--- src/rtl/rdrs_pkg.sv ---
package rdrs_pkg;

  localparam int IN_W     = 10;
  localparam int RATE_W   = 9;
  localparam int RATE_MAX = 256;
  localparam int SLOW_LIM = 30;
  localparam int SMALL_LIM = 10;

  // Bits of quotient resolved per divider pipeline stage.
  localparam int DIV_BPS = 4;

  localparam int NEED_W = 13;
  localparam int BW_N   = 8;
  localparam logic [NEED_W-1:0] BW_LIMIT [BW_N] = '{
    13'd322, 13'd3355, 13'd3618, 13'd4202, 13'd4684, 13'd5188, 13'd5770, 13'd6207
  };
  localparam logic [7:0] BW_CODE [BW_N] = '{
    8'h26, 8'h88, 8'h89, 8'h8A, 8'h8B, 8'h8C, 8'h8D, 8'h8E
  };
  localparam logic [7:0] CODE_NONE = 8'hFF;

  localparam logic [7:0] MOD_MANCH   = 8'h26;
  localparam logic [7:0] MOD_PLAIN   = 8'h06;
  localparam logic [7:0] DEV_CODE_LO = 8'd24;
  localparam logic [7:0] DEV_CODE_HI = 8'd240;
  localparam logic [7:0] DEV_KHZ_LO  = 8'd15;
  localparam logic [7:0] DEV_KHZ_HI  = 8'd150;

  // Divider geometry: numerator and denominator widths.
  localparam int OVS_NW  = 17;
  localparam int OVS_DW  = 17;
  localparam int GAIN_NW = 25;
  localparam int GAIN_DW = 25;

  localparam int OVS_LAT  = (OVS_NW + DIV_BPS - 1) / DIV_BPS;
  localparam int GAIN_LAT = (GAIN_NW + DIV_BPS - 1) / DIV_BPS;
  localparam int DIV_LAT  = OVS_LAT + 1 + GAIN_LAT;

  // Constant divisions use a multiply by ceil(2^RCP_SH / d) followed by a shift.
  localparam int RCP_SH = 36;

  localparam int NCO_NW = 27;
  localparam int NCO_RW = 30;
  localparam int NCO_PW = NCO_NW + NCO_RW;
  localparam logic [NCO_NW-1:0] NCO_DEN_LO = 27'd125;
  localparam logic [NCO_NW-1:0] NCO_DEN_HI = 27'd375;
  localparam logic [NCO_RW-1:0] NCO_RCP_LO = 30'd549755814;
  localparam logic [NCO_RW-1:0] NCO_RCP_HI = 30'd183251938;

  localparam int DRW_NW = 26;
  localparam int DRW_RW = 27;
  localparam int DRW_PW = DRW_NW + DRW_RW;
  localparam logic [DRW_RW-1:0] DRW_RCP = 27'd68719477;

  localparam int DRW_SH_SLOW = 21;
  localparam int DRW_SH_FAST = 16;
  localparam int NCO_SH_BASE = 18;

  localparam logic [10:0] GAIN_MAX = 11'h7FF;

  typedef struct packed {
    logic              acc;
    logic              slow;
    logic              small_dev;
    logic [RATE_W-1:0] rate;
    logic [7:0]        code;
  } side_t;

endpackage

--- src/rtl/rdrs_delay.sv ---
module rdrs_delay
  import rdrs_pkg::*;
#(
  parameter int W     = 1,
  parameter int DEPTH = 1
) (
  input  logic         clk_i,
  input  logic [W-1:0] d_i,
  output logic [W-1:0] q_o
);

  if (DEPTH == 0) begin : g_pass
    assign q_o = d_i;
  end else begin : g_line
    logic [W-1:0] line_q [DEPTH];

    always_ff @(posedge clk_i) begin
      line_q[0] <= d_i;
      for (int i = 1; i < DEPTH; i++) begin
        line_q[i] <= line_q[i-1];
      end
    end

    assign q_o = line_q[DEPTH-1];
  end

endmodule

--- src/rtl/rdrs_div.sv ---
module rdrs_div
  import rdrs_pkg::*;
#(
  parameter int NW  = 17,
  parameter int DW  = 17,
  parameter int BPS = 4
) (
  input  logic          clk_i,
  input  logic [NW-1:0] num_i,
  input  logic [DW-1:0] den_i,
  output logic [NW-1:0] quot_o
);

  localparam int NS = (NW + BPS - 1) / BPS;
  localparam int PW = NS * BPS;

  // The numerator shifts out at the top while quotient bits shift in at the bottom.
  logic [PW-1:0] nq_q  [NS];
  logic [DW-1:0] rem_q [NS-1];
  logic [DW-1:0] den_q [NS-1];

  for (genvar k = 0; k < NS; k++) begin : g_stage
    logic [DW-1:0] rem_in;
    logic [PW-1:0] nq_in;
    logic [DW-1:0] den_in;
    logic [DW-1:0] rem_d;
    logic [PW-1:0] nq_d;

    if (k == 0) begin : g_first
      assign rem_in = '0;
      assign nq_in  = PW'(num_i);
      assign den_in = den_i;
    end else begin : g_next
      assign rem_in = rem_q[k-1];
      assign nq_in  = nq_q[k-1];
      assign den_in = den_q[k-1];
    end

    always_comb begin
      logic [DW:0] t;
      rem_d = rem_in;
      nq_d  = nq_in;
      for (int j = 0; j < BPS; j++) begin
        t = {rem_d, nq_d[PW-1]};
        if (t >= {1'b0, den_in}) begin
          rem_d = DW'(t - {1'b0, den_in});
          nq_d  = {nq_d[PW-2:0], 1'b1};
        end else begin
          rem_d = t[DW-1:0];
          nq_d  = {nq_d[PW-2:0], 1'b0};
        end
      end
    end

    always_ff @(posedge clk_i) begin
      nq_q[k] <= nq_d;
    end

    if (k < NS - 1) begin : g_carry
      always_ff @(posedge clk_i) begin
        rem_q[k] <= rem_d;
        den_q[k] <= den_in;
      end
    end
  end

  assign quot_o = nq_q[NS-1][NW-1:0];

endmodule

--- src/rtl/radio_data_rate_settings_top.sv ---
// Path from a start beat to the output ports: three decode stages,
// 5-stage oversampling divider, one multiply stage, 7-stage gain divider,
// output register; each divider resolves 4 quotient bits a stage.
// Throughput: one rate per cycle; busy_o stays low and the receiver cannot stall.
// Reset clears only the valid pipeline; result payload registers are not reset.
module radio_data_rate_settings_top
  import rdrs_pkg::*;
(
  input  logic            clk_i,
  input  logic            rst_ni,
  input  logic            start_i,
  output logic            busy_o,
  input  logic [IN_W-1:0] data_rate_kbps_i,
  output logic            done_o,
  output logic            accepted_o,
  output logic [7:0]      mod_control1_o,
  output logic [7:0]      deviation_code_o,
  output logic [15:0]     data_rate_word_o,
  output logic [7:0]      if_filter_code_o,
  output logic [10:0]     oversampling_ratio_o,
  output logic [19:0]     nco_offset_o,
  output logic [10:0]     recovery_gain_o
);

  localparam int VLEN = 3 + DIV_LAT + 1;

  assign busy_o = 1'b0;

  logic [VLEN-1:0] vld_q;

  always_ff @(posedge clk_i or negedge rst_ni) begin
    if (!rst_ni) begin
      vld_q <= '0;
    end else begin
      vld_q <= {vld_q[VLEN-2:0], start_i};
    end
  end

  assign done_o = vld_q[VLEN-1];

  // Stage 1: range check and filter bandwidth requirement.
  side_t             side1_d, side1_q;
  logic [NEED_W-1:0] need1_d, need1_q;
  logic [IN_W-1:0]   span;

  always_comb begin
    side1_d.acc       = (data_rate_kbps_i != '0) && (data_rate_kbps_i <= IN_W'(RATE_MAX));
    side1_d.slow      = data_rate_kbps_i < IN_W'(SLOW_LIM);
    side1_d.small_dev = data_rate_kbps_i <= IN_W'(SMALL_LIM);
    side1_d.rate      = data_rate_kbps_i[RATE_W-1:0];
    side1_d.code      = '0;
    span    = (side1_d.small_dev ? IN_W'(30) : IN_W'(300)) + IN_W'(side1_d.rate);
    need1_d = (NEED_W'(span) << 3) + (NEED_W'(span) << 1);
  end

  always_ff @(posedge clk_i) begin
    side1_q <= side1_d;
    need1_q <= need1_d;
  end

  // Stage 2: narrowest covering filter.
  side_t side2_d, side2_q;

  always_comb begin
    side2_d      = side1_q;
    side2_d.code = CODE_NONE;
    for (int i = BW_N - 1; i >= 0; i--) begin
      if (BW_LIMIT[i] >= need1_q) begin
        side2_d.code = BW_CODE[i];
      end
    end
  end

  always_ff @(posedge clk_i) begin
    side2_q <= side2_d;
  end

  // Stage 3: divider operands.
  side_t              side3_q;
  logic [OVS_NW-1:0]  ovs_num_d, ovs_num_q;
  logic [OVS_DW-1:0]  ovs_den_d, ovs_den_q;
  logic [NCO_NW-1:0]  nco_num_d, nco_num_q;
  logic [NCO_RW-1:0]  nco_rcp_d, nco_rcp_q;
  logic [DRW_NW-1:0]  drw_num_d, drw_num_q;
  logic               bypass;
  logic [2:0]         dec_exp;
  logic [15:0]        ovs_div;

  always_comb begin
    bypass    = side2_q.code[7];
    dec_exp   = side2_q.code[6:4];
    ovs_div   = 16'(side2_q.rate) << dec_exp;
    // Round to nearest: (2n + d) / (2d).
    ovs_num_d = (bypass ? OVS_NW'(24000) : OVS_NW'(8000)) + OVS_NW'(ovs_div);
    ovs_den_d = {ovs_div, 1'b0};
    nco_rcp_d = bypass ? NCO_RCP_HI : NCO_RCP_LO;
    // Ceiling: (n + d - 1) / d, with 2^20 / 500 and 2^20 / 1500 reduced to 2^18 / 125 and 2^18 / 375.
    nco_num_d = (NCO_NW'(side2_q.rate) << (NCO_SH_BASE + int'(dec_exp)))
              + (bypass ? NCO_DEN_HI : NCO_DEN_LO) - NCO_NW'(1);
    drw_num_d = (DRW_NW'(side2_q.rate) << (side2_q.slow ? DRW_SH_SLOW : DRW_SH_FAST))
              + DRW_NW'(500);
  end

  always_ff @(posedge clk_i) begin
    side3_q   <= side2_q;
    ovs_num_q <= ovs_num_d;
    ovs_den_q <= ovs_den_d;
    nco_num_q <= nco_num_d;
    nco_rcp_q <= nco_rcp_d;
    drw_num_q <= drw_num_d;
  end

  logic [OVS_NW-1:0] ovs_quot;

  rdrs_div #(.NW(OVS_NW), .DW(OVS_DW), .BPS(DIV_BPS)) u_ovs_div (
    .clk_i  (clk_i),
    .num_i  (ovs_num_q),
    .den_i  (ovs_den_q),
    .quot_o (ovs_quot)
  );

  // The reciprocal error stays below one divisor step over the operand range,
  // so the shifted product is the exact floor of the quotient.
  logic [NCO_PW-1:0] nco_prod_q;
  logic [DRW_PW-1:0] drw_prod_q;

  always_ff @(posedge clk_i) begin
    nco_prod_q <= NCO_PW'(nco_num_q) * NCO_PW'(nco_rcp_q);
    drw_prod_q <= DRW_PW'(drw_num_q) * DRW_PW'(DRW_RCP);
  end

  side_t side_o;

  rdrs_delay #(.W($bits(side_t)), .DEPTH(OVS_LAT)) u_side_dly (
    .clk_i (clk_i),
    .d_i   (side3_q),
    .q_o   (side_o)
  );

  // Multiply stage: gain operands.
  side_t              side_m_q;
  logic [OVS_NW-1:0]  ovs_m_q;
  logic [GAIN_NW-1:0] gnum_m_q;
  logic [GAIN_DW-1:0] gden_m_q;

  always_ff @(posedge clk_i) begin
    side_m_q <= side_o;
    ovs_m_q  <= ovs_quot;
    gnum_m_q <= (GAIN_NW'(side_o.rate) << 16) - GAIN_NW'(side_o.rate);
    gden_m_q <= GAIN_DW'(ovs_quot)
              * GAIN_DW'(side_o.small_dev ? DEV_KHZ_LO : DEV_KHZ_HI);
  end

  logic [GAIN_NW-1:0] gain_quot;

  rdrs_div #(.NW(GAIN_NW), .DW(GAIN_DW), .BPS(DIV_BPS)) u_gain_div (
    .clk_i  (clk_i),
    .num_i  (gnum_m_q),
    .den_i  (gden_m_q),
    .quot_o (gain_quot)
  );

  side_t       side_f;
  logic [10:0] ovs_f;
  logic [19:0] nco_f;
  logic [15:0] drw_f;

  rdrs_delay #(.W($bits(side_t)), .DEPTH(GAIN_LAT)) u_side_m_dly (
    .clk_i (clk_i),
    .d_i   (side_m_q),
    .q_o   (side_f)
  );

  rdrs_delay #(.W(11), .DEPTH(GAIN_LAT)) u_ovs_dly (
    .clk_i (clk_i),
    .d_i   (ovs_m_q[10:0]),
    .q_o   (ovs_f)
  );

  rdrs_delay #(.W(20), .DEPTH(DIV_LAT - 1)) u_nco_dly (
    .clk_i (clk_i),
    .d_i   (nco_prod_q[RCP_SH+19:RCP_SH]),
    .q_o   (nco_f)
  );

  rdrs_delay #(.W(16), .DEPTH(DIV_LAT - 1)) u_drw_dly (
    .clk_i (clk_i),
    .d_i   (drw_prod_q[RCP_SH+15:RCP_SH]),
    .q_o   (drw_f)
  );

  // Output stage: saturation and zeroing of rejected rates.
  logic [10:0] gain_sat;

  assign gain_sat = (gain_quot >= GAIN_NW'(2046)) ? GAIN_MAX : 11'(gain_quot + GAIN_NW'(2));

  always_ff @(posedge clk_i) begin
    accepted_o <= side_f.acc;
    if (side_f.acc) begin
      mod_control1_o       <= side_f.slow ? MOD_MANCH : MOD_PLAIN;
      deviation_code_o     <= side_f.small_dev ? DEV_CODE_LO : DEV_CODE_HI;
      data_rate_word_o     <= drw_f;
      if_filter_code_o     <= side_f.code;
      oversampling_ratio_o <= ovs_f;
      nco_offset_o         <= nco_f;
      recovery_gain_o      <= gain_sat;
    end else begin
      mod_control1_o       <= '0;
      deviation_code_o     <= '0;
      data_rate_word_o     <= '0;
      if_filter_code_o     <= '0;
      oversampling_ratio_o <= '0;
      nco_offset_o         <= '0;
      recovery_gain_o      <= '0;
    end
  end

  a_reject_zero: assert property (@(posedge clk_i) disable iff (!rst_ni)
    done_o && !accepted_o |-> (mod_control1_o == '0 && deviation_code_o == '0 &&
      data_rate_word_o == '0 && if_filter_code_o == '0 && oversampling_ratio_o == '0 &&
      nco_offset_o == '0 && recovery_gain_o == '0))
    else $error("rejected beat carries nonzero fields");

  a_dev_code: assert property (@(posedge clk_i) disable iff (!rst_ni)
    done_o && accepted_o |-> (deviation_code_o == DEV_CODE_LO ||
      deviation_code_o == DEV_CODE_HI))
    else $error("deviation code out of set");

  a_low_dev_manch: assert property (@(posedge clk_i) disable iff (!rst_ni)
    done_o && accepted_o && deviation_code_o == DEV_CODE_LO |-> mod_control1_o == MOD_MANCH)
    else $error("low deviation without Manchester coding");

  a_gain_floor: assert property (@(posedge clk_i) disable iff (!rst_ni)
    done_o && accepted_o |-> recovery_gain_o >= 11'd2)
    else $error("recovery gain below offset");

endmodule
--- config.mk ---
export PLATFORM = sky130hd
export DESIGN_NAME = radio_data_rate_settings_top
export DESIGN_NICKNAME = d
export VERILOG_FILES = /design/src/rtl/rdrs_pkg.sv /design/src/rtl/rdrs_delay.sv /design/src/rtl/rdrs_div.sv /design/src/rtl/radio_data_rate_settings_top.sv
export SDC_FILE = /design/constraint.sdc
export NUM_CORES = 2
export LEC_CHECK = 0
export BUFFER_PORTS_ARGS = -buffer_cell sky130_fd_sc_hd__buf_4
export CAP_MARGIN = 40
export CORE_AREA = 2 2 601 603
export CTS_BUF_LIST = sky130_fd_sc_hd__clkbuf_16
export DETAILED_ROUTE_END_ITERATION = 7
export DIE_AREA = 0 0 603 605
export GPL_TIMING_DRIVEN = 0
export PLACE_DENSITY = 0.49
export SETUP_SLACK_MARGIN = 0.1
export SLEW_MARGIN = 20
export SYNTH_ARGS = -nofsm -noshare
export SYNTH_HDL_FRONTEND = slang
export SYNTH_SLANG_ARGS = --single-unit
--- constraint.sdc ---
create_clock -name clk_i -period 12.5 [get_ports clk_i]
set_input_delay 1.25 -clock clk_i [delete_from_list [all_inputs] [get_ports clk_i]]
set_output_delay 1.25 -clock clk_i [all_outputs]
set_load 0.02 [all_outputs]
==> flow_summary.yaml <==
status:
  status: "completed"
cells_and_area:
  area_delta_synth_final_pct: 14.5
  num-fill-cells: 37000
  finalNetCount: 13900
  final_util_pct: 34.3
  final_cell_area_um2: 123000
  drive_above_1_share_pct: 11.5
placement:
  postPlaceCellArea_um2: 114000
  dp_slack_ps: -2470
  post-dp-hpwl_um: 244000
  routabilityCongestion: 0.902
  port_buffers: 88
yosys:
  synth_top_area_cell: "dfxtp_1"
  syn_avg_cell_area_um2: 9.22
  synth_commonest_cells: "dfxtp_1 (1614), ha_1 (1467), inv_1 (1073)"
  ys_seq_area_share_pct: 30.5
  syn-cell-area_um2: 107000
  ys_seq_elements: 1631
  synth_warnings: 0
  yosys-top-cells-area: "dfxtp_1 (30%), ha_1 (17%), fa_1 (5.9%)"
  synthXorXnorAreaFrac_pct: 6.62
  yosys.cell_count.top_type: "dfxtp_1"
  synthSimpleGateAreaFrac_pct: 12.5
  synth_ff_type: "dfxtp_1"
  synthMuxAreaShare_pct: 5.42
  synth_top_family_by_area: "adder cells"
  async_flop_share_pct: 1.04
  synth_compound_gate_area_share_pct: 17.2
  postSynthCellCount: 11600
  synthAdderAreaFrac_pct: 23.0
  ys_types: 117
  synth_top_area_share_pct: 30.1
  synth_edf_count: 0
floorplanning:
  core-area_um2: 358000
  initial_utilization_pct: 30.0
  die_w_um: 603
  die_y_um: 605
  rows: 220
  ios: 98
  die-area_um2: 365000
routing:
  detail_route.wl_per_cell_um: 17.6
  vias: 83100
  routed_wirelength_um: 299000
  dr.pass1.iters: 6
  drc: 0
  via_per_inst: 4.89
  first_iter_violations: 5152
  postRouteAntennaNets: 0
run:
  drv_cap: 0
clocking:
  clkSlewWorstSetupHoldPaths_ps: 50
  cts_root_buffer: "clkbuf_16"
  cts_sinks: 1631
  cts-hold-fix-buffers: 0
  insertion_delay_ps: 910
  cts_max_path_buffers: 4
  numCtsBuffers: 186
  cts_tree: "built"
  htreeDepth: 4
setup_path:
  crit_family: "compound AO/OA/AOI/OAI gates"
  timing.rr.end: "u_gain_div.rem_q[5][16]"
  reg2reg_from: "u_gain_div.den_q[4][13]"
  path_depth: 49
  crit_type: "flip-flop to flip-flop"
  worstPathMaxFanout: 10
  cp_num_buf_inv: 11
  cp-end-kind: "flip-flop"
  crit_slowest_cell: "o41ai_2"
  reg2reg_slack_ps: 480
  arrival_ps: 12680
  critPathRequiredTime_ps: 13160
  r2r_cells: 49
  max_stage_delay_ps: 610
  cp-start-kind: "flip-flop"
  crit_top_cell: "a21o_1"
grt:
  antenna_found_initial: 19
  grt_max_degree: 19
  grtUsageTotal_pct: 15.9
  grt_pass1_vias: 80200
  grt_pass1_wl_um: 461000
  gr-total-overflow: 0
timing:
  final.setup_skew_ps: 112
  relSlewSlack_pct: 42.4
  setup_viol: 0
  period_needed_ps: 12020
  fmax_ghz: 0.0832
  slew_violations: 0
  tightest_slew_ps: 856
  rsz0062_at_grt: "false"
  finalHoldViolCount: 0
  finalCritPeriodShare_pct: 96.1
  setup_ws_ps: 483
min_path:
  hold_class: "flip-flop to flip-flop"
  min_from: "gnum_m_q[8]"
  holdPathEnd: "u_gain_div.nq_q[0][12]"
  min_path_cells: 0
[final cells by class]
type                    count  area [um2]  share of cell area (%)
diodes                     23        57.6                  0.0469
flip-flops and latches   1631       32800                    26.7
inverters                1085        4120                    3.36
plain buffers             208        1300                    1.06
clock inverters           151        1420                    1.16
multi-input cells        8730       70800                    57.7
clock buffers             188        4700                    3.83
repair buffers            210        1640                    1.33
well taps                4773        5970                    4.86
[worst register-to-register path: cells and delay by family (launching register included)]
kind | cells | cell delay, ps
DFF | 1 | 410
buffers and inverters | 11 | 1880
adders and majority gates | 4 | 1470
AOI/OAI and AO/OA | 24 | 5660
muxes | 3 | 1030
and+or+nand+nor | 7 | 1360
[what timing repair did]
action                     in CTS  in global routing
gates cloned                    0                  1
setup endpoints to repair     200                209
pin swaps                      16                 64
gates resized for setup       216                282
setup buffers                  28                 76
[cell families (layout without fill, tap and decap cells)]
kind of cell	Yosys count	after routing
compound gates	2854	2854
xor+xnor	811	811
fa+ha+maj	1785	1785
buf+inv	1294	1842
flops	1631	1631
mux	514	514
other cells	2	42
simple gates	2747	2747
[how the worst max path moves through the flow]
stage / startpoint / endpoint / slack (ps)
6_report: u_gain_div.den_q[4][13] / u_gain_div.rem_q[5][16] / 480
5_1_grt: u_gain_div.den_q[1][2] / u_gain_div.rem_q[2][22] / 3
4_1_cts: u_gain_div.den_q[1][0] / u_gain_div.rem_q[2][22] / 100
3_5_place_dp: u_gain_div.den_q[0][1] / u_gain_div.rem_q[1][6] / -2470
3_3_place_gp: u_gain_div.den_q[0][1] / u_gain_div.rem_q[1][19] / -2910
2_1_floorplan: u_gain_div.den_q[0][1] / u_gain_div.rem_q[1][16] / 1310
[stage by stage]
stage	hold slack (ps)	TNS, ps	instances
4_1_cts	215	0	16900
2_1_floorplan	310	0	11700
6_report	269	0	17000
5_1_grt	259	0	17000
3_3_place_gp	310	-338040	16500
3_5_place_dp	312	-293020	16500
[placed cells by master (no fill, tap or decap), types with 30 or more instances in the layout]
cell,Yosys,final
nand2_1,697,694
dfxtp_1,1614,1586
o211ai_1,61,61
o21ai_0,613,570
nor3_1,201,195
ha_1,1467,1442
xor2_1,272,272
clkbuf_1,126,79
nor2_1,726,722
a21o_1,361,361
or3_1,74,74
nand4_1,164,164
nor2b_1,151,150
a21oi_1,842,805
o21ai_1,26,46
inv_1,1073,1088
or2_2,49,49
o21bai_1,104,101
mux2_2,383,383
and3_1,79,78
a21oi_2,5,38
fa_1,318,316
xnor2_1,539,539
and2_1,127,127
nand2b_1,132,132
nand3_1,185,184
a31oi_1,85,79
nor4_1,42,35
mux2_1,40,40
buf_4,20,227
mux2i_1,62,55
buf_6,11,31
a211o_1,31,30
clkbuf_16,0,188
a31o_2,30,30
a21boi_0,74,68
a211oi_1,86,72
o21a_1,137,137
o31ai_1,69,57
[sequential cells by signal, summed over array words and instances (netlist names), 20 cells and up]
register	cells
u_gain_div.rem_q	150
u_ovs_div.rem_q	68
u_nco_dly.g_line.line_q	240
gden_m_q	25
nco_prod_q	20
u_gain_div.nq_q	169
u_ovs_div.nq_q	85
nco_offset_o	20
u_ovs_div.den_q	41
u_drw_dly.g_line.line_q	192
u_side_dly.g_line.line_q	90
u_gain_div.den_q	150
gnum_m_q	25
u_ovs_dly.g_line.line_q	77
u_side_m_dly.g_line.line_q	69
[layer usage]
layer	up-vias	GRT usage (%)	wire length [um]
met2	1466	26.3	136000
met5	-	0	13
met4	2	4.32	7580
met3	350	1.56	12100
met1	39200	21.9	143000
li1	42000	-	-
Power is not shown: default switching activity piles up to over one toggle a cycle in this logic, so the estimate is an artifact.
